**config.mk**
```make
export PLATFORM = sky130hd
export DESIGN_NAME = hbo_queue
export DESIGN_NICKNAME = d
export VERILOG_FILES = /design/src/rtl/hbo_pkg.sv /design/src/rtl/hbo_queue.sv
export SDC_FILE = /design/constraint.sdc
export NUM_CORES = 1
export LEC_CHECK = 0
export ABC_AREA = 1
export CORE_ASPECT_RATIO = 2
export CORE_MARGIN = 2
export CORE_UTILIZATION = 60
export CTS_CLUSTER_SIZE = 40
export DETAILED_ROUTE_END_ITERATION = 6
export DONT_BUFFER_PORTS = 1
export PLACE_DENSITY = 0.73
export REMOVE_ABC_BUFFERS = 1
export SYNTH_ARGS = -nofsm -noshare
export SYNTH_HDL_FRONTEND = slang
export SYNTH_SLANG_ARGS = --single-unit
```
**constraint.sdc**
```tcl
create_clock -name clock -period 6.4 [get_ports clock]
set_input_delay 0.64 -clock clock [delete_from_list [all_inputs] [get_ports clock]]
set_output_delay 0.64 -clock clock [all_outputs]
set_load 0.05 [all_outputs]
```
**src/rtl/hbo_pkg.sv**
```systemverilog
// Shared types, widths and constants for the hash bucket overflow counter.
// Depends on nothing; every other file of the block imports it.

package hbo_pkg;

   // Field and state widths.
   localparam int HASH_W       = 64;
   localparam int BYTE_W       = 8;
   localparam int SEED_W       = 16;
   localparam int MULT_W       = 8;
   localparam int OCC_W        = 7;
   localparam int TOTAL_W      = 23;
   localparam int BUCKET_OUT_W = 16;
   localparam int DIGIT_W      = 16;
   localparam int DIGIT_CNT_W  = 2;
   localparam int CSR_INDEX_W  = 2;
   localparam int CSR_DATA_W   = 16;

   // Table size and queue depth between the front and back parts.
   localparam int NUM_BUCKETS_DEFAULT = 1024;
   localparam int QUEUE_DEPTH         = 2;

   // Register reset values.
   localparam logic [SEED_W-1:0] SEED_RESET     = SEED_W'(9469);
   localparam logic [MULT_W-1:0] MULT_RESET     = MULT_W'(63);
   localparam logic [OCC_W-1:0]  CAPACITY_RESET = OCC_W'(87);

   // Saturation value of the overflow total.
   localparam logic [TOTAL_W-1:0] TOTAL_MAX = '1;

   // Last 16-bit digit of the hash handled by the remainder unit.
   localparam logic [DIGIT_CNT_W-1:0] LAST_DIGIT = DIGIT_CNT_W'(HASH_W / DIGIT_W - 1);

   // Input command codes.
   localparam logic CMD_NAME_BYTE = 1'b0;
   localparam logic CMD_CLEAR     = 1'b1;

   // Configuration register indexes.
   localparam logic [CSR_INDEX_W-1:0] CSR_HASH_SEED       = CSR_INDEX_W'(0);
   localparam logic [CSR_INDEX_W-1:0] CSR_HASH_MULTIPLIER = CSR_INDEX_W'(1);
   localparam logic [CSR_INDEX_W-1:0] CSR_BUCKET_CAPACITY = CSR_INDEX_W'(2);

   // One word passed from the front part to the back part.
   typedef struct packed {
      logic              is_clear;
      logic [HASH_W-1:0] hash;
   } queue_entry_type;

   // Status reported by the back part to the front part.
   typedef struct packed {
      logic init_busy;
   } back_status_type;

   // Back part sequencer states.
   typedef enum logic [2:0] {
      BK_CLEAR,
      BK_IDLE,
      BK_MOD,
      BK_REDUCE,
      BK_READ,
      BK_CHECK,
      BK_RESULT
   } back_state_type;

endpackage

```
**src/rtl/hbo_queue.sv**
```systemverilog
// Short first-in first-out queue between the front and back parts.
// Depends on hbo_pkg for the entry type and the depth.

module hbo_queue import hbo_pkg::*; (
   input  logic            clock,
   input  logic            reset,
   input  logic            push,
   input  queue_entry_type push_entry,
   output logic            full,
   input  logic            pop,
   output logic            valid,
   output queue_entry_type head
);

   localparam int PTR_W = (QUEUE_DEPTH > 1) ? $clog2(QUEUE_DEPTH) : 1;
   localparam int CNT_W = $clog2(QUEUE_DEPTH + 1);
   localparam logic [PTR_W-1:0] LAST_PTR = PTR_W'(QUEUE_DEPTH - 1);
   localparam logic [CNT_W-1:0] DEPTH_CNT = CNT_W'(QUEUE_DEPTH);

   queue_entry_type  entries_ff [QUEUE_DEPTH];
   logic [PTR_W-1:0] wr_ptr_ff, wr_ptr_in;
   logic [PTR_W-1:0] rd_ptr_ff, rd_ptr_in;
   logic [CNT_W-1:0] count_ff, count_in;
   logic             do_push, do_pop;

   assign full    = (count_ff == DEPTH_CNT);
   assign valid   = (count_ff != '0);
   assign head    = entries_ff[rd_ptr_ff];
   assign do_push = push & ~full;
   assign do_pop  = pop & valid;

   // Pointer and fill count update.
   always_comb begin
      wr_ptr_in = wr_ptr_ff;
      rd_ptr_in = rd_ptr_ff;
      count_in  = count_ff;
      if (do_push) begin
         wr_ptr_in = (wr_ptr_ff == LAST_PTR) ? '0 : wr_ptr_ff + 1'b1;
      end
      if (do_pop) begin
         rd_ptr_in = (rd_ptr_ff == LAST_PTR) ? '0 : rd_ptr_ff + 1'b1;
      end
      if (do_push && !do_pop) begin
         count_in = count_ff + 1'b1;
      end else if (do_pop && !do_push) begin
         count_in = count_ff - 1'b1;
      end
   end

   always_ff @(posedge clock) begin
      if (reset) begin
         wr_ptr_ff <= '0;
         rd_ptr_ff <= '0;
         count_ff  <= '0;
      end else begin
         wr_ptr_ff <= wr_ptr_in;
         rd_ptr_ff <= rd_ptr_in;
         count_ff  <= count_in;
      end
      if (do_push) begin
         entries_ff[wr_ptr_ff] <= push_entry;
      end
   end

endmodule

```
==> reports/metrics.csv, run 1 <==
metric;value;unit
fin_tns_setup;0;ps
slowest_delay;1100;ps
worst_pin_slew;1125;ps
rows;47;
combPwrFrac;27.5;%
dp_hpwl;5.215;mm
gr-total-overflow;0;
ys_ff_latch;135;
fin_ws;3665;ps
critical_path_depth;1;
synth_cell_types;15;
pre_cts_ws;3875;ps
timing.fmax;365.6;MHz
cts-buffers-inserted;17;
grt_max_degree;66;
most-common-layout-cells;edfxtp_1, mux2_4, clkbuf_16, mux2_2, inv_1;
required;5760;ps
cap_viol_max_count;0;
areaGrowthSynthToFinish;13.06;%
p_switching;1.010;mW
drt_first_iter_violations;189;
vias;2049;
dp_cells;332;
fin_worst_skew;4.463;ps
clk_pin_slew;60;ps
grt_pass1_vias;2113;
synth.top_cell.area_share;76.00;%
r2r_start;count_ff[1]$_SDFFE_PP0P_;
wl_per_cell;21.33;um
rrSetupSlack;4100;ps
syn_inst;239;
cp_num_buf_inv;0;
core_area;8292;sq um
slew_headroom;25.00;%
setup_viol;0;
dieArea;9361;sq um
htreeDepth;4;
power;2.951;mW
path_cells;mux2_2;
ant_nets;0;
die_y;134.8;um
pin_count;136;
reg2reg_to;entries_ff[0][8]$_DFFE_PP_;
slew_viol_final;0;
p_sw_share;34.23;%
pwr-share-clk;31.5;%
grt_first_pass_wirelength;11.18;mm
hold_path_depth;0;
mostFrequentLayoutCell;edfxtp_1;
cts_hold_buf;0;
finalCritPeriodShare;42.73;%
crit_path_end;head[60];
crit_family;flip-flops;
yosys_warnings;0;
portBuffers;0;
worstPathArrival;2090;ps
gp_congestion;0.7680;
dr.pass1.iters;4;
p_leak;2.049;nW
critical_path_class;flop to primary output;
root_buffer;clkbuf_16;
status;finished clean;
n_antenna_cell;0;
netlist_area;5136;sq um
seq_power_share;41.0;%
power.density;508.3;nW/um^2
track_usage;16.99;%
cp-end-kind;primary output;
cts_resized;0;
antenna_found_initial;0;
fin_crit;2735;ps
drive_gt1_share;37.97;%
min_path_type;primary input to flop;
worstPathMaxFanout;65;
cts_setup_buffers;0;
clock_latency;400;ps
clock_sinks;135;
peakVddDrop;0.3426;mV
ys_seq_area_share;77.95;%
critPathSlowestCell;dfxtp_4;
r2r.worst_path.cells;4;
startpoint_type;flop;
intPower;1.941;mW
rsz0062_at_grt;no;
drt-vias-per-instance;5.629;
synth.avg_cell_area;21.49;sq um
drc_errors;0;
hold-worst-slack;327.2;ps
finalHoldViolations;0;
stdcell_count;364;
netlist.top_cell.by_area;edfxtp_1;
synth.area.top_cells;edfxtp_1, mux2_4, mux2_2, dfxtp_1, buf_6;
clock_path_buffers;2;
die_w;69.42;um
drt_wl_total;7.765;mm
start_util;61.94;%
nets;323;
cts_tree;yes;
## worst register-to-register path: cells and delay by family (launching register included)
family	cells	cell delay [ps]
flops	1	310
buf+inv	2	670
simple gates	1	780
compound gates	1	180
## synthesized netlist by cell type
master	number
inv_1	8
nand3_1	2
o21ai_1	1
ha_1	1
a21oi_1	2
mux2_2	15
edfxtp_1	130
nor2_1	8
nand4_1	1
mux2_4	50
dfxtp_1	5
o21ai_0	2
nand2_1	7
buf_6	6
buf_2	1
## how the worst min path moves through the flow
stage	slack (ps)	startpoint	endpoint
floorplan	460	rd_ptr_ff$_SDFFE_PP0P_	flop
global placement	480	rd_ptr_ff$_SDFFE_PP0P_	rd_ptr_ff$_SDFFE_PP0P_
detailed placement	490	rd_ptr_ff$_SDFFE_PP0P_	flop
CTS	310	push_entry[48]	entries_ff[0][48]$_DFFE_PP_
global route	310	push_entry[19]	entries_ff[1][19]$_DFFE_PP_
finish	330	push_entry[52]	entries_ff[1][52]$_DFFE_PP_
## registers in the layout (all words and copies together), names as in the netlist, named ones only
signal / cells
entries_ff: 130
count_ff: 2
rd_ptr_ff: 1
wr_ptr_ff: 1
## power by group through the flow
| stage | clock [mW] | combinational [mW] | sequential, mW |
|---|---|---|---|
| after floorplan | 0 | 0.766 | 1.21 |
| after global placement | 0 | 0.808 | 1.22 |
| after detailed placement | 0 | 0.818 | 1.23 |
| after CTS | 0.949 | 0.819 | 1.21 |
| after global routing | 0.986 | 0.835 | 1.23 |
| final | 0.931 | 0.810 | 1.21 |
## stage by stage
stage | utilization [%] | cell area, sq um
2_1_floorplan | - | 5064
3_3_place_gp | 62.95 | 5220
3_5_place_dp | 62.95 | 5220
4_1_cts | 70.03 | 5807
5_1_grt | 70.03 | 5807
6_report | 70.03 | 5807
## kinds of logic (layout without fill, tap and decap cells)
kind of cell / count (synthesis) / count (layout) / synth area share [%]
flip-flops: 135 / 135 / 77.95
buffers and inverters: 15 / 42 / 1.997
AND/OR/NAND/NOR: 18 / 18 / 1.413
AO/OA/AOI/OAI: 5 / 5 / 0.4871
multiplexers: 65 / 65 / 17.90
adder cells (fa/ha/maj): 1 / 1 / 0.2436
## layer usage
layer / vias up / GRT usage (%) / routed length, um
met4: 0 / 8.715 / 189
met2: 94 / 29.97 / 4358
met1: 985 / 15.03 / 2498
li1: 952 / - / -
met3: 18 / 9.552 / 719
met5: - / 0 / 0
## final cells by class
type | instances | area (sq um)
Clock buffer | 17 | 425.4
Clock inverter | 15 | 161.4
Tap cell | 98 | 122.6
Fill cell | 531 | 2485
Timing Repair Buffer | 2 | 15.01
Sequential cell | 135 | 4008
Multi-Input combinational cell | 89 | 1045
Inverter | 8 | 30.03
Note: power is estimated with default switching activity, not from simulation.
==> run 2, diff against run 1 <==
--- a/config.mk
+++ b/config.mk
@@ -5,7 +5,7 @@
 export SDC_FILE = /design/constraint.sdc
 export NUM_CORES = 1
 export LEC_CHECK = 0
-export ABC_AREA = 1
+export ABC_AREA = 0
 export CORE_ASPECT_RATIO = 2
 export CORE_MARGIN = 2
 export CORE_UTILIZATION = 60
==> constraint.sdc (replaced) <==
create_clock -name clock -period 2.8 [get_ports clock]
set_input_delay 0.28 -clock clock [delete_from_list [all_inputs] [get_ports clock]]
set_output_delay 0.28 -clock clock [all_outputs]
set_load 0.05 [all_outputs]
==> run 2 against run 1 <==
Highest routed layer unchanged; area after synthesis decreased by 4.5%; sequential cell count unchanged; largest cell class unchanged; clock power increased by 130%; worst setup slack got worse by 3000 ps; utilization increased by 9.1 points; worst hold slack got worse by 120 ps; sequential share of layout area decreased by 5.3 points; sequential power increased by 120%; global-route usage increased by 3.6 points; synthesized cell count decreased by 5.0%.
==> reports/metrics.csv, run 2 <==
metric;value;unit
grt_first_pass_wirelength;12.64;mm
clock_latency;400;ps
start_util;61.74;%
cap_viol_max_count;0;
min_path_type;primary input to flop;
async_reset_ff_share;0;%
gp_congestion;0.7217;
ys_ff_latch;135;
synth.top_cell.area_share;79.61;%
synth.avg_cell_area;21.60;sq um
root_buffer;clkbuf_16;
areaGrowthSynthToFinish;28.25;%
fin_crit;2098;ps
netlist_area;4903;sq um
nets;379;
drc_errors;0;
finalCritPeriodShare;74.94;%
pin_count;136;
dieArea;8956;sq um
setup_viol;0;
yosys_warnings;0;
netlist_top_cells_count;edfxtp_1, mux2_2, buf_4, dfxtp_1, nor2_1;
die_w;67.93;um
drt_first_iter_violations;150;
synth-edff-count;130;
htreeDepth;4;
hold-worst-slack;202.5;ps
syn_inst;227;
timing.fmax;476.6;MHz
required;2520;ps
status;finished clean;
largestRegisters;entries_ff (130), count_ff (2);
stdcell_count;417;
most-common-layout-cells;edfxtp_1, dlygate4sd3_1, mux2_2, clkbuf_16;
synth_most_common_cell;edfxtp_1;
clk_pin_slew;50;ps
dr.pass1.iters;4;
slew_viol_final;0;
vias;2305;
finalHoldViolations;0;
critical_path_class;flop to primary output;
worstPathMaxFanout;53;
dp_cells;320;
worstPathArrival;1820;ps
startpoint_type;flop;
fin_tns_setup;0;ps
synth-main-ff-cell;edfxtp_1;
die_y;131.8;um
slew_headroom;58.37;%
cts_resized;0;
netlist.top_cell.by_area;edfxtp_1;
grt_max_degree;54;
track_usage;20.64;%
portBuffers;0;
grt_pass1_vias;2434;
mostFrequentLayoutCell;edfxtp_1;
cts_tree;yes;
rows;46;
drive_gt1_share;31.15;%
clock_path_buffers;2;
n_antenna_cell;0;
antenna_found_initial;0;
ant_nets;0;
drt-vias-per-instance;5.528;
synth.area.top_cells;edfxtp_1, mux2_2, dfxtp_1, buf_4, xor2_1;
worst_pin_slew;621.6;ps
core_area;7943;sq um
peakVddDrop;0.8103;mV
ys_seq_area_share;81.65;%
synth_cell_types;15;
wl_per_cell;20.72;um
fin_worst_skew;6.436;ps
drt_wl_total;8.641;mm
dp_hpwl;5.168;mm
clock_sinks;135;
p_leak;2.138;nW
finish.utilization;79.17;%
power;6.879;mW
cts-buffers-inserted;17;
gr-total-overflow;0;
rsz0062_at_grt;no;
regMostFlops;entries_ff;
power.density;1094;nW/um^2
cp-end-kind;primary output;
largest_reg_flops;130;
==> run 2: cell types whose count changed in the layout (fill, tap and decap cells not counted), moves of 3 or more <==
| cell | previous run | this run |
|---|---|---|
| xor2_1 | 0 | 3 |
| buf_12 | 0 | 4 |
| mux2_2 | 15 | 65 |
| clkbuf_1 | 0 | 3 |
| nand2_1 | 7 | 0 |
| inv_1 | 8 | 1 |
| mux2_4 | 50 | 0 |
| clkinvlp_4 | 5 | 2 |
| dlygate4sd3_1 | 0 | 66 |
==> run 2: final timing paths <==
check	startpoint	to	slack [ps]	cells past startpoint
setup / recovery	flop	head[51]	700	2
hold / removal	pop	rd_ptr_ff$_SDFFE_PP0P_	200	3
setup reg to reg	count_ff[1]$_SDFFE_PP0P_	count_ff[1]$_SDFFE_PP0P_	740	5
hold reg to reg	rd_ptr_ff$_SDFFE_PP0P_	rd_ptr_ff$_SDFFE_PP0P_	520	2
==> run 2: cells by family (layout without fill, tap and decap cells) <==
logic type,after synthesis,count (layout),share of synthesized area [%]
and+or+nand+nor,9,9,0.9952
xor gates and xnor gates,3,3,0.5359
muxes,65,65,14.93
adders and majority gates,1,1,0.2551
AOI/OAI and AO/OA,5,5,0.5103
buffers and inverters,9,103,1.123
DFF,135,135,81.65
==> run 2: routing by layer <==
layer | wire [um] | GRT usage (%) | vias to the layer above
li1 | - | - | 1056
met1 | 3038 | 21.27 | 1133
met2 | 4731 | 33.76 | 98
met3 | 637 | 9.991 | 18
met4 | 235 | 10.00 | 0
met5 | 0 | 0 | -
==> run 2: power breakdown <==
part / internal [mW] / switching, mW / total [mW]
combinational: 0.502 / 1.62 / 2.12
sequential: 2.54 / 0.0978 / 2.64
clock: 1.38 / 0.739 / 2.12
==> run 2: layout make-up <==
cell class                 count  area, sq um
tap                           96        120.1
multi-input combinational     83        845.8
clock buffer                  20        436.7
inverter                       2        7.507
timing repair buffer          70        740.7
fill                         436         1654
clock inverter                11        132.6
sequential                   135         4005
==> run 2: critical path: stages, from the launching register on <==
cell and delay [ps]:
dfxtp_2 540, buf_12 330, mux2_2 520
==> run 2: stage by stage <==
stage / area [sq um] / worst slack (ps)
after global routing: 6289 / 614.8
after detailed placement: 5059 / 826.1
after floorplan: 4856 / 106.9
after CTS: 6289 / 680.0
final: 6289 / 701.7
after global placement: 5059 / 875.1
==> run 2: timing repair <==
action / 4_1_cts / 5_1_grt
endpoints found under the hold margin: 135 / 0
setup buffers: 0 / 0
hold buffers: 66 / 0
==> run 3, diff against run 2 <==
--- a/config.mk
+++ b/config.mk
@@ -8,11 +8,11 @@
 export ABC_AREA = 0
 export CORE_ASPECT_RATIO = 2
 export CORE_MARGIN = 2
-export CORE_UTILIZATION = 60
+export CORE_UTILIZATION = 56
 export CTS_CLUSTER_SIZE = 40
 export DETAILED_ROUTE_END_ITERATION = 6
 export DONT_BUFFER_PORTS = 1
-export PLACE_DENSITY = 0.73
+export PLACE_DENSITY = 0.71
 export REMOVE_ABC_BUFFERS = 1
 export SYNTH_ARGS = -nofsm -noshare
 export SYNTH_HDL_FRONTEND = slang
==> constraint.sdc (replaced) <==
create_clock -name clock -period 1.7 [get_ports clock]
set_input_delay 0.17 -clock clock [delete_from_list [all_inputs] [get_ports clock]]
set_output_delay 0.17 -clock clock [all_outputs]
set_load 0.05 [all_outputs]
==> run 3 against run 2 <==
Clock skew shrank 1.6 ps; routed wire length rose by 4.5%; utilization down 3.9 points; critical path depth is the same; non-clock buffer count is 4 higher; first-iteration DRC count fell by 4.7%; design area increased by 2.9%; the flow now finishes with violations (setup timing); clock power is 82% higher; largest cell class unchanged.
==> reports/metrics.csv, run 3 (synthesized netlist as in run 2, its figures left out) <==
metric;value;unit
dr.pass1.iters;4;
n_fill_cell;502;
rrSetupSlack;130;ps
grt_pass1_vias;2397;
pin_count;136;
p_switching;4.149;mW
finalCritPeriodShare;100.8;%
pre_cts_ws;132.3;ps
htreeDepth;4;
multiInputGateArea;905.9;sq um
gr-total-overflow;0;
r2r_start;count_ff[0]$_SDFFE_PP0P_;
grt_max_degree;45;
p_sw_share;34.86;%
critPathSlowestCell;mux2_2;
dp_hpwl;5.332;mm
cts-buffers-inserted;17;
vias;2359;
clock_sinks;135;
worstPathMaxFanout;44;
regMostFlops;entries_ff;
r2r.worst_path.cells;4;
required;1530;ps
power;11.90;mW
largestRegisters;entries_ff (130), count_ff (2);
gp_congestion;0.7524;
antenna_found_initial;1;
worstPathArrival;1540;ps
worst_pin_slew;330.2;ps
nets;383;
ant_nets;0;
portBuffers;0;
drt_wl_total;9.026;mm
critical_path_depth;2;
clock_latency;410;ps
fin_worst_skew;4.871;ps
cts_setup_buffers;0;
cp_num_buf_inv;1;
core_area;8588;sq um
cap_viol_max_count;0;
timing.fmax;583.4;MHz
drt_first_iter_violations;143;
wl_per_cell;21.14;um
fin_crit;1714;ps
areaGrowthSynthToFinish;31.92;%
startpoint_type;flop;
clk_pin_slew;50;ps
hold-worst-slack;70.66;ps
rows;48;
power.density;1840;nW/um^2
most-common-layout-cells;edfxtp_1, dlygate4sd3_1, mux2_2, clkbuf_16, mux2_4;
seq_power_share;36.2;%
violations;setup timing;
fin_ws;-14.11;ps
grt_first_pass_wirelength;12.81;mm
dpl_cell_area;5106;sq um
drc_errors;0;
dieArea;9566;sq um
pwr-share-clk;32.4;%
peakVddDrop;1.153;mV
combPwrFrac;31.4;%
slowest_delay;500;ps
die_y;136.3;um
start_util;57.09;%
register_area;4005;sq um
intPower;7.753;mW
finalHoldViolations;0;
min_path_type;primary input to flop;
drive_gt1_share;33.13;%
crit_path_end;head[6];
root_buffer;clkbuf_16;
setup_viol;31;
track_usage;18.64;%
rsz0062_at_grt;yes;
cp-end-kind;primary output;
largest_reg_flops;130;
clock_path_buffers;2;
mostFrequentLayoutCell;edfxtp_1;
die_w;70.17;um
status;finished, violations left;
drt-vias-per-instance;5.525;
critical_path_class;flop to primary output;
slew_viol_final;0;
p_leak;2.253;nW
cts_tree;yes;
slew_headroom;77.75;%
path_cells;buf_12, mux2_2;
post-route-cell-area;6469;sq um
reg2reg_to;count_ff[1]$_SDFFE_PP0P_;
crit_family;multiplexers;
==> run 3: through the flow <==
step / utilization, % / std cells / TNS (ps)
floorplan: - / 220 / -171520
global placement: 59.46 / 328 / 0
detailed placement: 59.46 / 328 / 0
CTS: 74.59 / 426 / -1306
global route: 75.32 / 427 / -3179
finish: 75.32 / 427 / -181.5
==> run 3: power by group through the flow <==
stage / Sequential, mW / Combinational (mW) / Clock [mW]
finish: 4.31 / 3.74 / 3.85
CTS: 4.30 / 3.65 / 3.92
floorplan: 4.50 / 2.88 / 0
detailed placement: 4.37 / 3.49 / 0
global placement: 4.34 / 3.47 / 0
global route: 4.35 / 3.87 / 4.07
==> run 3: worst reg2reg max path: cells and delay by family (launching register included) <==
| family | cells | cell delay, ps |
|---|---|---|
| AO/OA/AOI/OAI | 2 | 450 |
| flip-flops | 1 | 360 |
| AND/OR/NAND/NOR | 1 | 370 |
| adder cells (fa/ha/maj) | 1 | 330 |
==> run 3: worst min-delay path by stage <==
stage / startpoint / to / slack [ps] / depth (start not counted)
finish: push / wr_ptr_ff$_SDFFE_PP0N_ / 70 / 3
global route: push / wr_ptr_ff$_SDFFE_PP0N_ / 90 / 3
CTS: push / wr_ptr_ff$_SDFFE_PP0N_ / 50 / 3
detailed placement: reset / flop / 240 / 1
global placement: reset / flop / 240 / 1
floorplan: reset / count_ff[1]$_SDFFE_PP0P_ / 240 / 1
==> run 3: area by class of cell <==
| cell class | count | share of cell area (%) |
|---|---|---|
| sequential | 135 | 61.91 |
| multi-input combinational | 83 | 14.00 |
| timing repair buffer | 74 | 12.17 |
| clock buffer | 18 | 6.634 |
| clock inverter | 14 | 3.191 |
| tap | 100 | 1.934 |
| inverter | 2 | 0.1161 |
| antenna | 1 | 0.03868 |
==> run 3: timing repair <==
| action | CTS | global route |
|---|---|---|
| endpoints found under the setup margin | 65 | 65 |
| gates resized for setup | 1 | 16 |
| endpoints found under the hold margin | 135 | 0 |
| hold buffers | 66 | 0 |
==> run 3: metal layers <==
metal	share of wire [%]	up-vias	wire length [um]	global-route usage [%]
met3	5.4	19	484	6.375
li1	-	1071	-	-
met1	35	1172	3149	19.56
met2	57	97	5134	31.75
met5	0	-	0	0
met4	2.9	0	259	11.54
