`src/rtl/hbo_pkg.sv`:
```
// Shared types, widths and constants for the hash bucket overflow counter.
// Depends on nothing; every other file of the block imports it.

package hbo_pkg;

   // Field and state widths.
   localparam int HASH_W       = 64;
   localparam int BYTE_W       = 8;
   localparam int SEED_W       = 16;
   localparam int MULT_W       = 8;
   localparam int OCC_W        = 7;
   localparam int TOTAL_W      = 23;
   localparam int BUCKET_OUT_W = 16;
   localparam int DIGIT_W      = 16;
   localparam int DIGIT_CNT_W  = 2;
   localparam int CSR_INDEX_W  = 2;
   localparam int CSR_DATA_W   = 16;

   // Table size and queue depth between the front and back parts.
   localparam int NUM_BUCKETS_DEFAULT = 1024;
   localparam int QUEUE_DEPTH         = 2;

   // Register reset values.
   localparam logic [SEED_W-1:0] SEED_RESET     = SEED_W'(9469);
   localparam logic [MULT_W-1:0] MULT_RESET     = MULT_W'(63);
   localparam logic [OCC_W-1:0]  CAPACITY_RESET = OCC_W'(87);

   // Saturation value of the overflow total.
   localparam logic [TOTAL_W-1:0] TOTAL_MAX = '1;

   // Last 16-bit digit of the hash handled by the remainder unit.
   localparam logic [DIGIT_CNT_W-1:0] LAST_DIGIT = DIGIT_CNT_W'(HASH_W / DIGIT_W - 1);

   // Input command codes.
   localparam logic CMD_NAME_BYTE = 1'b0;
   localparam logic CMD_CLEAR     = 1'b1;

   // Configuration register indexes.
   localparam logic [CSR_INDEX_W-1:0] CSR_HASH_SEED       = CSR_INDEX_W'(0);
   localparam logic [CSR_INDEX_W-1:0] CSR_HASH_MULTIPLIER = CSR_INDEX_W'(1);
   localparam logic [CSR_INDEX_W-1:0] CSR_BUCKET_CAPACITY = CSR_INDEX_W'(2);

   // One word passed from the front part to the back part.
   typedef struct packed {
      logic              is_clear;
      logic [HASH_W-1:0] hash;
   } queue_entry_type;

   // Status reported by the back part to the front part.
   typedef struct packed {
      logic init_busy;
   } back_status_type;

   // Back part sequencer states.
   typedef enum logic [2:0] {
      BK_CLEAR,
      BK_IDLE,
      BK_MOD,
      BK_REDUCE,
      BK_READ,
      BK_CHECK,
      BK_RESULT
   } back_state_type;

endpackage

```
`src/rtl/hbo_front.sv`:
```
// Front part: accepts input words and keeps the running hash of the current name.
// Depends on hbo_pkg; feeds finished hashes and clear commands to hbo_queue.

module hbo_front import hbo_pkg::*; (
   input  logic                 clock,
   input  logic                 reset,
   input  logic                 req_push,
   output logic                 req_full,
   input  logic                 req_command,
   input  logic [BYTE_W-1:0]    req_name_byte,
   input  logic                 req_last_byte,
   input  logic [SEED_W-1:0]    hash_seed,
   input  logic [MULT_W-1:0]    hash_multiplier,
   input  back_status_type      back_status,
   input  logic                 q_full,
   output logic                 q_push,
   output queue_entry_type      q_entry
);

   logic [HASH_W-1:0]        running_hash_ff, running_hash_in;
   logic                     in_name_ff, in_name_in;
   logic                     accept;
   logic [HASH_W-1:0]        base;
   logic [HASH_W-1:0]        byte_ext;
   logic [HASH_W+MULT_W-1:0] product;
   logic [HASH_W-1:0]        hash_new;

   // Input is held off while the queue is full or the table is being initialized.
   assign req_full = q_full | back_status.init_busy;
   assign accept   = req_push & ~req_full;

   // Multiply-add hash step with the byte taken as a signed char.
   assign base     = in_name_ff ? running_hash_ff : HASH_W'(hash_seed);
   assign byte_ext = {{(HASH_W-BYTE_W){req_name_byte[BYTE_W-1]}}, req_name_byte};
   assign product  = base * hash_multiplier;
   assign hash_new = product[HASH_W-1:0] + byte_ext;

   // A word goes to the back part for a clear or for the last byte of a name.
   always_comb begin
      q_push           = accept & ((req_command == CMD_CLEAR) | req_last_byte);
      q_entry.is_clear = (req_command == CMD_CLEAR);
      q_entry.hash     = hash_new;
   end

   // Running hash update.
   always_comb begin
      running_hash_in = running_hash_ff;
      in_name_in      = in_name_ff;
      if (accept) begin
         if ((req_command == CMD_CLEAR) || req_last_byte) begin
            running_hash_in = HASH_W'(hash_seed);
            in_name_in      = 1'b0;
         end else begin
            running_hash_in = hash_new;
            in_name_in      = 1'b1;
         end
      end
   end

   always_ff @(posedge clock) begin
      if (reset) begin
         in_name_ff <= 1'b0;
      end else begin
         in_name_ff <= in_name_in;
      end
      running_hash_ff <= running_hash_in;
   end

endmodule

```
`config.mk`:
```
export PLATFORM = sky130hd
export DESIGN_NAME = hbo_front
export DESIGN_NICKNAME = d
export VERILOG_FILES = /design/src/rtl/hbo_pkg.sv /design/src/rtl/hbo_front.sv
export SDC_FILE = /design/constraint.sdc
export NUM_CORES = 1
export LEC_CHECK = 0
export BUFFER_PORTS_ARGS = -buffer_cell sky130_fd_sc_hd__buf_2
export CORE_ASPECT_RATIO = 1.25
export CORE_MARGIN = 3
export CORE_UTILIZATION = 38
export CTS_CLUSTER_SIZE = 20
export DETAILED_ROUTE_END_ITERATION = 6
export PLACE_DENSITY = 0.62
export SLEW_MARGIN = 40
export SYNTH_ARGS = -nofsm -noshare
export SYNTH_HDL_FRONTEND = slang
export SYNTH_SLANG_ARGS = --single-unit
```
`constraint.sdc`:
```
create_clock -name clock -period 32.4 [get_ports clock]
set_input_delay 6.48 -clock clock [delete_from_list [all_inputs] [get_ports clock]]
set_output_delay 6.48 -clock clock [all_outputs]
set_load 0.005 [all_outputs]
```
==> run_results.csv, run 1 <==
group,metric,value,unit
power_and_ir_drop,ir_drop,0.0394,mV
power_and_ir_drop,p_per_area,43.2,mW/mm^2
power_and_ir_drop,p_int,0.427,mW
timing,tns,0,ns
cts,cts_buffers,9,
timing,setup_viol,0,
setup_path,slowest_delay,0.61,ns
grt,grt_pass1_wl,91.1,mm
detailed_routing,vias,15571,
cts,post-cts-setup-buffer-count,0,
timing,tightest_slew,0.836,ns
synthesis,synth.avg_cell_area,8.98,sq um
cts,h-tree-depth,3,
power_and_ir_drop,clock_power_share,10.7,%
floorplanning,core,0.0509,sq mm
setup_path,endpoint_kind,"primary output",
synthesis,async_flop_share,0,%
setup_path,path_max_fanout,58,
detailed_routing,firstDrtPassIters,5,
setup_path,startpoint_type,"input port",
detailed_routing,antenna_left,0,
placement,dp_hpwl,41.7,mm
cells_and_area,ff_latch_area,0.00195,sq mm
floorplanning,fp.dieH,261,um
setup_path,cp_top_family,"adder cells",
status,status,"complete, no violations",
placement,io_buffers,105,
timing,hold_viol,0,
setup_path,slowest_stage,"buf_4",
cts,clockBufferDepth,2,
timing,maxSlewHeadroom,44.3,%
timing,rsz0062_at_grt,"no",
cells_and_area,multi_input_area,0.0158,sq mm
power_and_ir_drop,netSwitchingFraction,53.0,%
cts,hold_buffers,0,
setup_path,arrival,12.88,ns
cells_and_area,nNetsFinal,2723,
synthesis,synth_seq_cells,65,
cts,cts_tree,"yes",
synthesis,yosysTopAreaCell,"fa_1",
synthesis,synth.top_cell.area_share,41.6,%
floorplanning,initial_core_util,38.8,%
placement,post-place-ws,13.09,ns
timing,finalCriticalPeriod,19.36,ns
power_and_ir_drop,power_switching,0.481,mW
synthesis,synth_edf_count,64,
grt,first_global_vias,16990,
cts,clock_sinks,65,
floorplanning,fp.dieW,210,um
synthesis,synth_area_leaders,"fa_1 (42%), edfxtp_1 (9.7%), and3_1 (8.1%), inv_1 (8.1%), ha_1 (4.6%)",
grt,grt_antenna_before_repair,1,
cells_and_area,n_antenna_cell,0,
cells_and_area,syn2layout_area_growth,6.64,%
timing,fin_ws,13.04,ns
timing,finClkSkew,0.0162,ns
synthesis,synth.cell_area,0.0197,sq mm
cts,clock-root-buffer,"clkbuf_16",
cts,clk_latency,0.39,ns
cells_and_area,drive_gt1_share,7.71,%
cells_and_area,num-fill-cells,5131,
timing,max_freq,51.7,MHz
grt,grt_overflow,0,
setup_path,critPathRequiredTime,25.92,ns
power_and_ir_drop,p_comb_share,77.0,%
power_and_ir_drop,p_leak,11.1,nW
power_and_ir_drop,pwr-share-seq,12.2,%
synthesis,syn_nets,2717,
floorplanning,io_pins,106,
detailed_routing,wl_per_cell,19.3,um
placement,finalWeightedCongestion,0.922,
cts,cts.clk_slew.worst_paths,0.06,ns
cells_and_area,final_common_cell,"inv_1",
min_path,hold_class,"reg2reg",
detailed_routing,drt_iter0_markers,892,
timing,post-route-period-util,59.7,%
setup_path,crit_top_cell,"fa_1",
synthesis,yosysUniqueCellTypes,64,
floorplanning,die_area,0.0547,sq mm
setup_path,critical_path_class,"in2out",
setup_path,crit_chain,"buf_2 > buf_4 > nand3_1 > fa_1 > inv_1 > fa_1 > fa_1 > inv_1 > fa_1 > inv_1 > ha_1 > nand4_1 > nor3_1 > nand4_1 > o21ai_0 > o2111ai_1 > and2_1 > o311ai_1 > a221o_1 > xor2_1 > buf_2",
timing,maxSlewViolCount,0,
grt,track_usage,21.0,%
synthesis,synth_cells,2195,
cts,post_cts_resized,0,
detailed_routing,drc,0,
synthesis,synthFlopType,"edfxtp_1",
synthesis,ys_seq_area_share,9.85,%
cells_and_area,final_cell_mix,"inv_1 (424), fa_1 (410), and3_1 (255)",
grt,grt_start_max_net_pins,123,
setup_path,cp_num_buf_inv,6,
timing,hold_ws,0.791,ns
flow_run,cap_viol_max_count,0,
floorplanning,std_cell_rows,92,
synthesis,yosys_warnings,0,
detailed_routing,routed_wl,55.3,mm
detailed_routing,viasPerCell,5.44,
worst paths after layout:
| path | startpoint | endpoint | slack (ns) | depth (start not counted) |
|---|---|---|---|---|
| max | hash_multiplier[0] | q_entry[63] | 13.04 | 21 |
| max reg2reg | in_name_ff | running_hash_ff[62] | 23.66 | 19 |
| min reg2reg | in_name_ff | in_name_ff | 0.79 | 2 |
| min | in_name_ff | in_name_ff | 0.79 | 2 |
metrics by stage:
stage	utilization, %	instances	cell area (sq um)	total power [mW]
CTS	41.3	2864	21000	0.918
detailed placement	40.8	2848	20800	0.814
floorplan	-	2195	19700	0.567
finish	41.3	2864	21000	0.908
global placement	40.7	2848	20700	0.807
global route	41.3	2864	21000	0.999
per-layer routing:
layer / vias to the layer above / wire [um] / track usage, %
li1: 6956 / - / -
met5: - / 0 / 0
met3: 121 / 2660 / 3.02
met1: 8048 / 21900 / 25.3
met2: 446 / 28800 / 37.9
met4: 0 / 1980 / 8.15
cell type report:
type	instances	area share, %
clock buffers	14	1.16
clock inverters	2	0.0416
inverters	425	7.60
multi-input cells	1580	75.0
flip-flops and latches	65	9.25
well taps	658	3.91
repair buffers	120	3.07
sequential cells by signal (all words and copies together), names as in the netlist:
register         count
in_name_ff           1
running_hash_ff     64
power by group through the flow:
stage	sequential [mW]	combinational, mW	clock [mW]
after floorplan	0.108	0.459	0
after detailed placement	0.112	0.701	0
after global routing	0.112	0.785	0.102
final	0.111	0.699	0.0974
after global placement	0.112	0.695	0
after CTS	0.111	0.707	0.100
worst register-to-register path, delay by kind of cell, from the launching register on:
family	cells	cell delay, ns
AND/OR/NAND/NOR	4	1.11
flip-flops	1	0.68
buffers and inverters	3	1.48
adder cells (fa/ha/maj)	5	2.26
AO/OA/AOI/OAI	6	2.23
multiplexers	1	0.69
synth_stat cells, types with 4 or more instances:
cell      count
o21a_1        5
inv_1       425
fa_1        410
nor3b_1       6
a21boi_0      8
o21bai_1     11
xnor2_1      42
o21ai_0      34
clkbuf_1    117
ha_1         73
and3_1      255
mux2i_1      19
nor2_1       44
or2_2         4
nand3b_1      5
nand2b_1     25
nand4_1      14
a21oi_1      73
nand2_1     163
a211oi_1      7
nand3_1      98
or3_1         6
nor3_1       14
nor4_1        4
edfxtp_1     64
a31oi_1       7
nor2b_1      77
a21o_1       38
mux2_2        5
xor2_1       20
and2_1       72
cell families after synthesis:
kind of cell	Yosys count	synth area share, %
simple gates	794	22.0
buf+inv	550	10.5
fa+ha+maj	483	46.3
compound gates	217	7.35
flops	65	9.85
xor+xnor	62	2.75
mux	24	1.25
(Power assumes the default switching activity.)
==> run 2: changes to the inputs <==
==> constraint.sdc (replaced) <==
create_clock -name clock -period 20.2 [get_ports clock]
set_input_delay 4.04 -clock clock [delete_from_list [all_inputs] [get_ports clock]]
set_output_delay 4.04 -clock clock [all_outputs]
set_load 0.005 [all_outputs]
==> run 2 against run 1 <==
  * Utilization stayed put
  * Total power up 61%
  * Highest routed layer is now met5
  * Sequential share of layout area unchanged
  * Critical path type unchanged
  * Global-route usage hardly changed
  * Die area unchanged
==> run_results.csv, run 2 (synthesized netlist as in run 1, its figures left out) <==
group,metric,value,unit
floorplanning,std_cell_rows,92,
detailed_routing,drc,0,
timing,hold_viol,0,
power_and_ir_drop,p_leak,11.1,nW
cts,clock-root-buffer,"clkbuf_16",
setup_path,critical_path_class,"in2out",
timing,maxSlewViolCount,0,
floorplanning,io_pins,106,
cells_and_area,syn2layout_area_growth,6.64,%
cells_and_area,fin_cells,2865,
setup_path,endpoint_kind,"primary output",
grt,first_global_vias,17159,
placement,placedCellCount,2848,
cells_and_area,nNetsFinal,2723,
power_and_ir_drop,p_per_area,69.3,mW/mm^2
grt,track_usage,21.0,%
detailed_routing,drt_iter0_markers,925,
cells_and_area,ff_latch_area,0.00195,sq mm
cells_and_area,largest_reg_flops,64,
cells_and_area,multi_input_area,0.0158,sq mm
placement,finalWeightedCongestion,0.922,
placement,dp_hpwl,41.7,mm
floorplanning,initial_core_util,38.8,%
detailed_routing,viasPerCell,5.43,
detailed_routing,wl_per_cell,19.3,um
cells_and_area,num-fill-cells,5135,
cts,h-tree-depth,3,
detailed_routing,routed_wl,55.4,mm
cts,clock_sinks,65,
grt,grt_start_max_net_pins,123,
setup_path,critPathRequiredTime,16.16,ns
floorplanning,fp.dieH,261,um
min_path,hold_class,"reg2reg",
placement,io_buffers,105,
timing,tightest_slew,0.846,ns
cells_and_area,drive_gt1_share,7.71,%
grt,grt_antenna_before_repair,2,
timing,max_freq,68.9,MHz
grt,grt_overflow,0,
timing,finClkSkew,0.0150,ns
timing,post-route-period-util,71.8,%
status,status,"complete, no violations",
setup_path,startpoint_type,"input port",
timing,finalCriticalPeriod,14.51,ns
cts,cts_tree,"yes",
flow_run,cap_viol_max_count,0,
detailed_routing,vias,15550,
timing,rsz0062_at_grt,"no",
cells_and_area,regMostFlops,"running_hash_ff",
cts,hold_buffers,0,
cts,post_cts_resized,0,
cts,cts_buffers,9,
timing,setup_viol,0,
cts,clk_latency,0.39,ns
cts,post-cts-setup-buffer-count,0,
cells_and_area,top_regs,"running_hash_ff x64, in_name_ff x1",
cells_and_area,final_common_cell,"inv_1",
cts,clockBufferDepth,2,
timing,tns,0,ns
detailed_routing,firstDrtPassIters,5,
floorplanning,fp.dieW,210,um
timing,maxSlewHeadroom,43.6,%
power_and_ir_drop,ir_drop,0.0630,mV
cts,cts.clk_slew.worst_paths,0.06,ns
floorplanning,core,0.0509,sq mm
detailed_routing,antenna_left,0,
floorplanning,die_area,0.0547,sq mm
cells_and_area,final_cell_mix,"inv_1 (424), fa_1 (410), and3_1 (255)",
setup_path,arrival,10.47,ns
grt,grt_pass1_wl,91.4,mm
setup_path,path_max_fanout,58,
run 2: layout make-up:
type | count | area share, %
antenna | 1 | 0.0119
clock buffer | 14 | 1.16
clock inverter | 2 | 0.0416
inverter | 425 | 7.60
multi-input combinational | 1580 | 75.0
sequential | 65 | 9.25
tap | 658 | 3.91
timing repair buffer | 120 | 3.07
run 2: worst paths after layout:
path | start | end | slack, ns | cells after the start
hold reg to reg | in_name_ff | in_name_ff | 0.80 | 2
hold / removal | in_name_ff | in_name_ff | 0.80 | 2
setup / recovery | hash_multiplier[0] | q_entry[63] | 5.69 | 21
setup reg to reg | in_name_ff | running_hash_ff[62] | 11.43 | 19
run 2: where the power goes:
group / internal, mW / total, mW / switching, mW
sequential: 0.165 / 0.178 / 0.0135
clock: 0.0828 / 0.156 / 0.0732
combinational: 0.438 / 1.12 / 0.685
total: 0.686 / 1.46 / 0.772
run 2: metal layers:
metal / global-route usage [%] / vias up / share of wire (%)
li1: - / 6951 / -
met1: 25.2 / 8064 / 40
met2: 38.2 / 429 / 52
met3: 3.26 / 104 / 5.0
met4: 7.59 / 2 / 3.1
met5: 0 / - / 0.023
run 2: critical path, stage by stage:
cell and delay (ns):
buf_2 0.08, buf_4 0.62, nand3_1 0.21, fa_1 0.56, inv_1 0.06, fa_1 0.48
fa_1 0.55, inv_1 0.05, fa_1 0.47, inv_1 0.04, ha_1 0.42, nand4_1 0.18
nor3_1 0.36, nand4_1 0.12, o21ai_0 0.39, o2111ai_1 0.29, and2_1 0.28, o311ai_1 0.60
a221o_1 0.36, xor2_1 0.16, buf_2 0.14
run 2: per-stage QoR:
step / setup slack, ns / power (mW) / utilization (%) / hold slack [ns] / cell area (sq um)
after global placement: 5.59 / 1.29 / 40.7 / 0.763 / 20700
after global routing: 5.32 / 1.61 / 41.3 / 0.857 / 21000
after floorplan: 5.36 / 0.909 / - / 0.928 / 19700
final: 5.69 / 1.46 / 41.3 / 0.797 / 21000
after detailed placement: 5.75 / 1.30 / 40.8 / 0.785 / 20800
after CTS: 5.72 / 1.47 / 41.3 / 0.798 / 21000
==> run 3: changes to the inputs <==
==> constraint.sdc (replaced) <==
create_clock -name clock -period 14.6 [get_ports clock]
set_input_delay 2.92 -clock clock [delete_from_list [all_inputs] [get_ports clock]]
set_output_delay 2.92 -clock clock [all_outputs]
set_load 0.005 [all_outputs]
==> run 3 against run 2 <==
  * Design area up 0.20%
  * Sequential share of layout area hardly changed
  * Flip-flop and latch count unchanged
  * Die area stayed put
  * Cell count stayed put
  * Register-to-register slack got worse by 4.3 ns
  * Clock-buffer cell count is 3 lower
  * Worst setup slack got worse by 3.5 ns
==> run_results.csv, run 3 (synthesized netlist as in run 1, its figures left out) <==
group,metric,value,unit
status,status,"complete, no violations",
setup_path,critPathRequiredTime,11.68,ns
detailed_routing,routed_wl,56.7,mm
timing,tightest_slew,0.865,ns
cells_and_area,final_cell_mix,"inv_1 (424), fa_1 (410), and3_1 (255)",
timing,maxSlewViolCount,0,
floorplanning,initial_core_util,38.8,%
placement,finalWeightedCongestion,0.971,
detailed_routing,vias,15610,
setup_path,critical_path_class,"in2out",
cells_and_area,regMostFlops,"running_hash_ff",
floorplanning,io_pins,106,
cells_and_area,n_antenna_cell,0,
flow_run,cap_viol_max_count,0,
setup_path,endpoint_kind,"primary output",
floorplanning,die_area,0.0547,sq mm
detailed_routing,antenna_left,0,
cts,clk_latency,0.39,ns
timing,finalCriticalPeriod,12.45,ns
cts,post-cts-setup-buffer-count,0,
grt,grt_pass1_wl,91.8,mm
setup_path,r2r-end,"running_hash_ff[62]",
placement,post-place-ws,2.27,ns
timing,post-route-period-util,85.2,%
grt,grtUsageMet1,25.6,%
timing,setup_viol,0,
cts,hold_buffers,0,
power_and_ir_drop,p_per_area,96.2,mW/mm^2
cts,clock_sinks,65,
cells_and_area,ff_latch_area,0.00195,sq mm
timing,maxSlewHeadroom,41.6,%
floorplanning,fp.dieH,261,um
cells_and_area,post-route-util,41.4,%
cells_and_area,final_common_cell,"inv_1",
power_and_ir_drop,p_leak,11.2,nW
cts,post_cts_resized,0,
timing,rsz0062_at_grt,"no",
setup_path,reg2reg_setup_slack,7.18,ns
power_and_ir_drop,p_int,0.948,mW
power_and_ir_drop,clock_power_share,10.4,%
detailed_routing,drt_iter0_markers,987,
cells_and_area,largest_reg_flops,64,
grt,busiest_layer,"met2",
cells_and_area,top_regs,"running_hash_ff x64, in_name_ff x1",
cts,clockBufferDepth,2,
floorplanning,core,0.0509,sq mm
grt,track_usage,21.4,%
cells_and_area,syn2layout_area_growth,6.85,%
cells_and_area,multi_input_area,0.0158,sq mm
placement,dp_hpwl,43.4,mm
cts,h-tree-depth,3,
grt,grt_overflow,0,
timing,finClkSkew,0.0165,ns
power_and_ir_drop,ir_drop,0.100,mV
setup_path,ff2ff_path_depth,19,
power_and_ir_drop,p_comb_share,77.4,%
setup_path,path_max_fanout,34,
placement,io_buffers,105,
setup_path,cp-endpoint,"q_entry[63]",
setup_path,r2r_start,"in_name_ff",
grt,grt_start_max_net_pins,144,
timing,max_freq,80.3,MHz
setup_path,worstSetupStartpoint,"hash_multiplier[2]",
timing,fin_ws,2.15,ns
power_and_ir_drop,total_power,2.03,mW
timing,tns,0,ns
grt,grt_antenna_before_repair,1,
detailed_routing,firstDrtPassIters,5,
setup_path,startpoint_type,"input port",
power_and_ir_drop,power_switching,1.08,mW
cells_and_area,drive_gt1_share,7.84,%
cts,clock-root-buffer,"clkbuf_16",
grt,grtUsageMet2,38.3,%
cts,cts.clk_slew.worst_paths,0.07,ns
cells_and_area,nNetsFinal,2724,
cells_and_area,num-fill-cells,5012,
detailed_routing,drc,0,
floorplanning,std_cell_rows,92,
setup_path,arrival,9.53,ns
cts,cts_tree,"yes",
detailed_routing,viasPerCell,5.45,
detailed_routing,wl_per_cell,19.8,um
grt,first_global_vias,17086,
timing,hold_viol,0,
cts,cts_buffers,9,
min_path,hold_class,"reg2reg",
power_and_ir_drop,netSwitchingFraction,53.2,%
grt,grt_util_met3,3.37,%
floorplanning,fp.dieW,210,um
power_and_ir_drop,pwr-share-seq,12.2,%
run 3: power groups by stage:
stage / clock [mW] / sequential (mW) / combinational [mW]
detailed placement: 0 / 0.250 / 1.56
global route: 0.222 / 0.248 / 1.75
CTS: 0.218 / 0.246 / 1.57
floorplan: 0 / 0.239 / 1.02
global placement: 0 / 0.250 / 1.54
finish: 0.212 / 0.248 / 1.57
run 3: worst max-delay path, cell delays in order:
cell and delay [ns]:
buf_2 0.49, buf_4 0.48, and3_1 0.26, fa_1 0.43, fa_1 0.51, fa_1 0.49
inv_1 0.05, fa_1 0.47, inv_1 0.04, ha_1 0.42, nand4_1 0.20, nor3_1 0.35
nand4_1 0.14, o21ai_0 0.29, o2111ai_1 0.29, and2_1 0.28, o311ai_0 0.76, a221o_1 0.37
xor2_1 0.16, buf_2 0.13
run 3: per-stage QoR:
| stage | hold slack [ns] | instance area, sq um | std cells |
|---|---|---|---|
| 3_3_place_gp | 1.15 | 20700 | 2848 |
| 5_1_grt | 1.13 | 21100 | 2865 |
| 6_report | 1.10 | 21100 | 2865 |
| 3_5_place_dp | 1.19 | 20800 | 2848 |
| 2_1_floorplan | 0.928 | 19700 | 2195 |
| 4_1_cts | 1.21 | 21000 | 2864 |
run 3: final cells by class:
class | count | share of cell area [%]
Multi-Input combinational cell | 1580 | 74.8
Sequential cell | 65 | 9.23
Inverter | 425 | 7.59
Tap cell | 658 | 3.91
Timing Repair Buffer | 121 | 3.25
Clock buffer | 11 | 1.10
Clock inverter | 5 | 0.107
run 3: how the worst min path moves through the flow:
stage                             from            endpoint  slack (ns)  cells past startpoint
detailed placement  running_hash_ff[0]  running_hash_ff[0]        1.19                      5
global route        running_hash_ff[0]  running_hash_ff[0]        1.13                      5
finish              running_hash_ff[0]  running_hash_ff[0]        1.10                      5
CTS                 running_hash_ff[0]  running_hash_ff[0]        1.21                      5
floorplan           running_hash_ff[0]  running_hash_ff[0]        0.93                      5
global placement    running_hash_ff[0]  running_hash_ff[0]        1.15                      5
run 3: layer usage:
metal,up-vias,wire length (um)
li1,6959,-
met2,562,29600
met4,0,1900
met3,119,3340
met5,-,0
met1,7970,21900
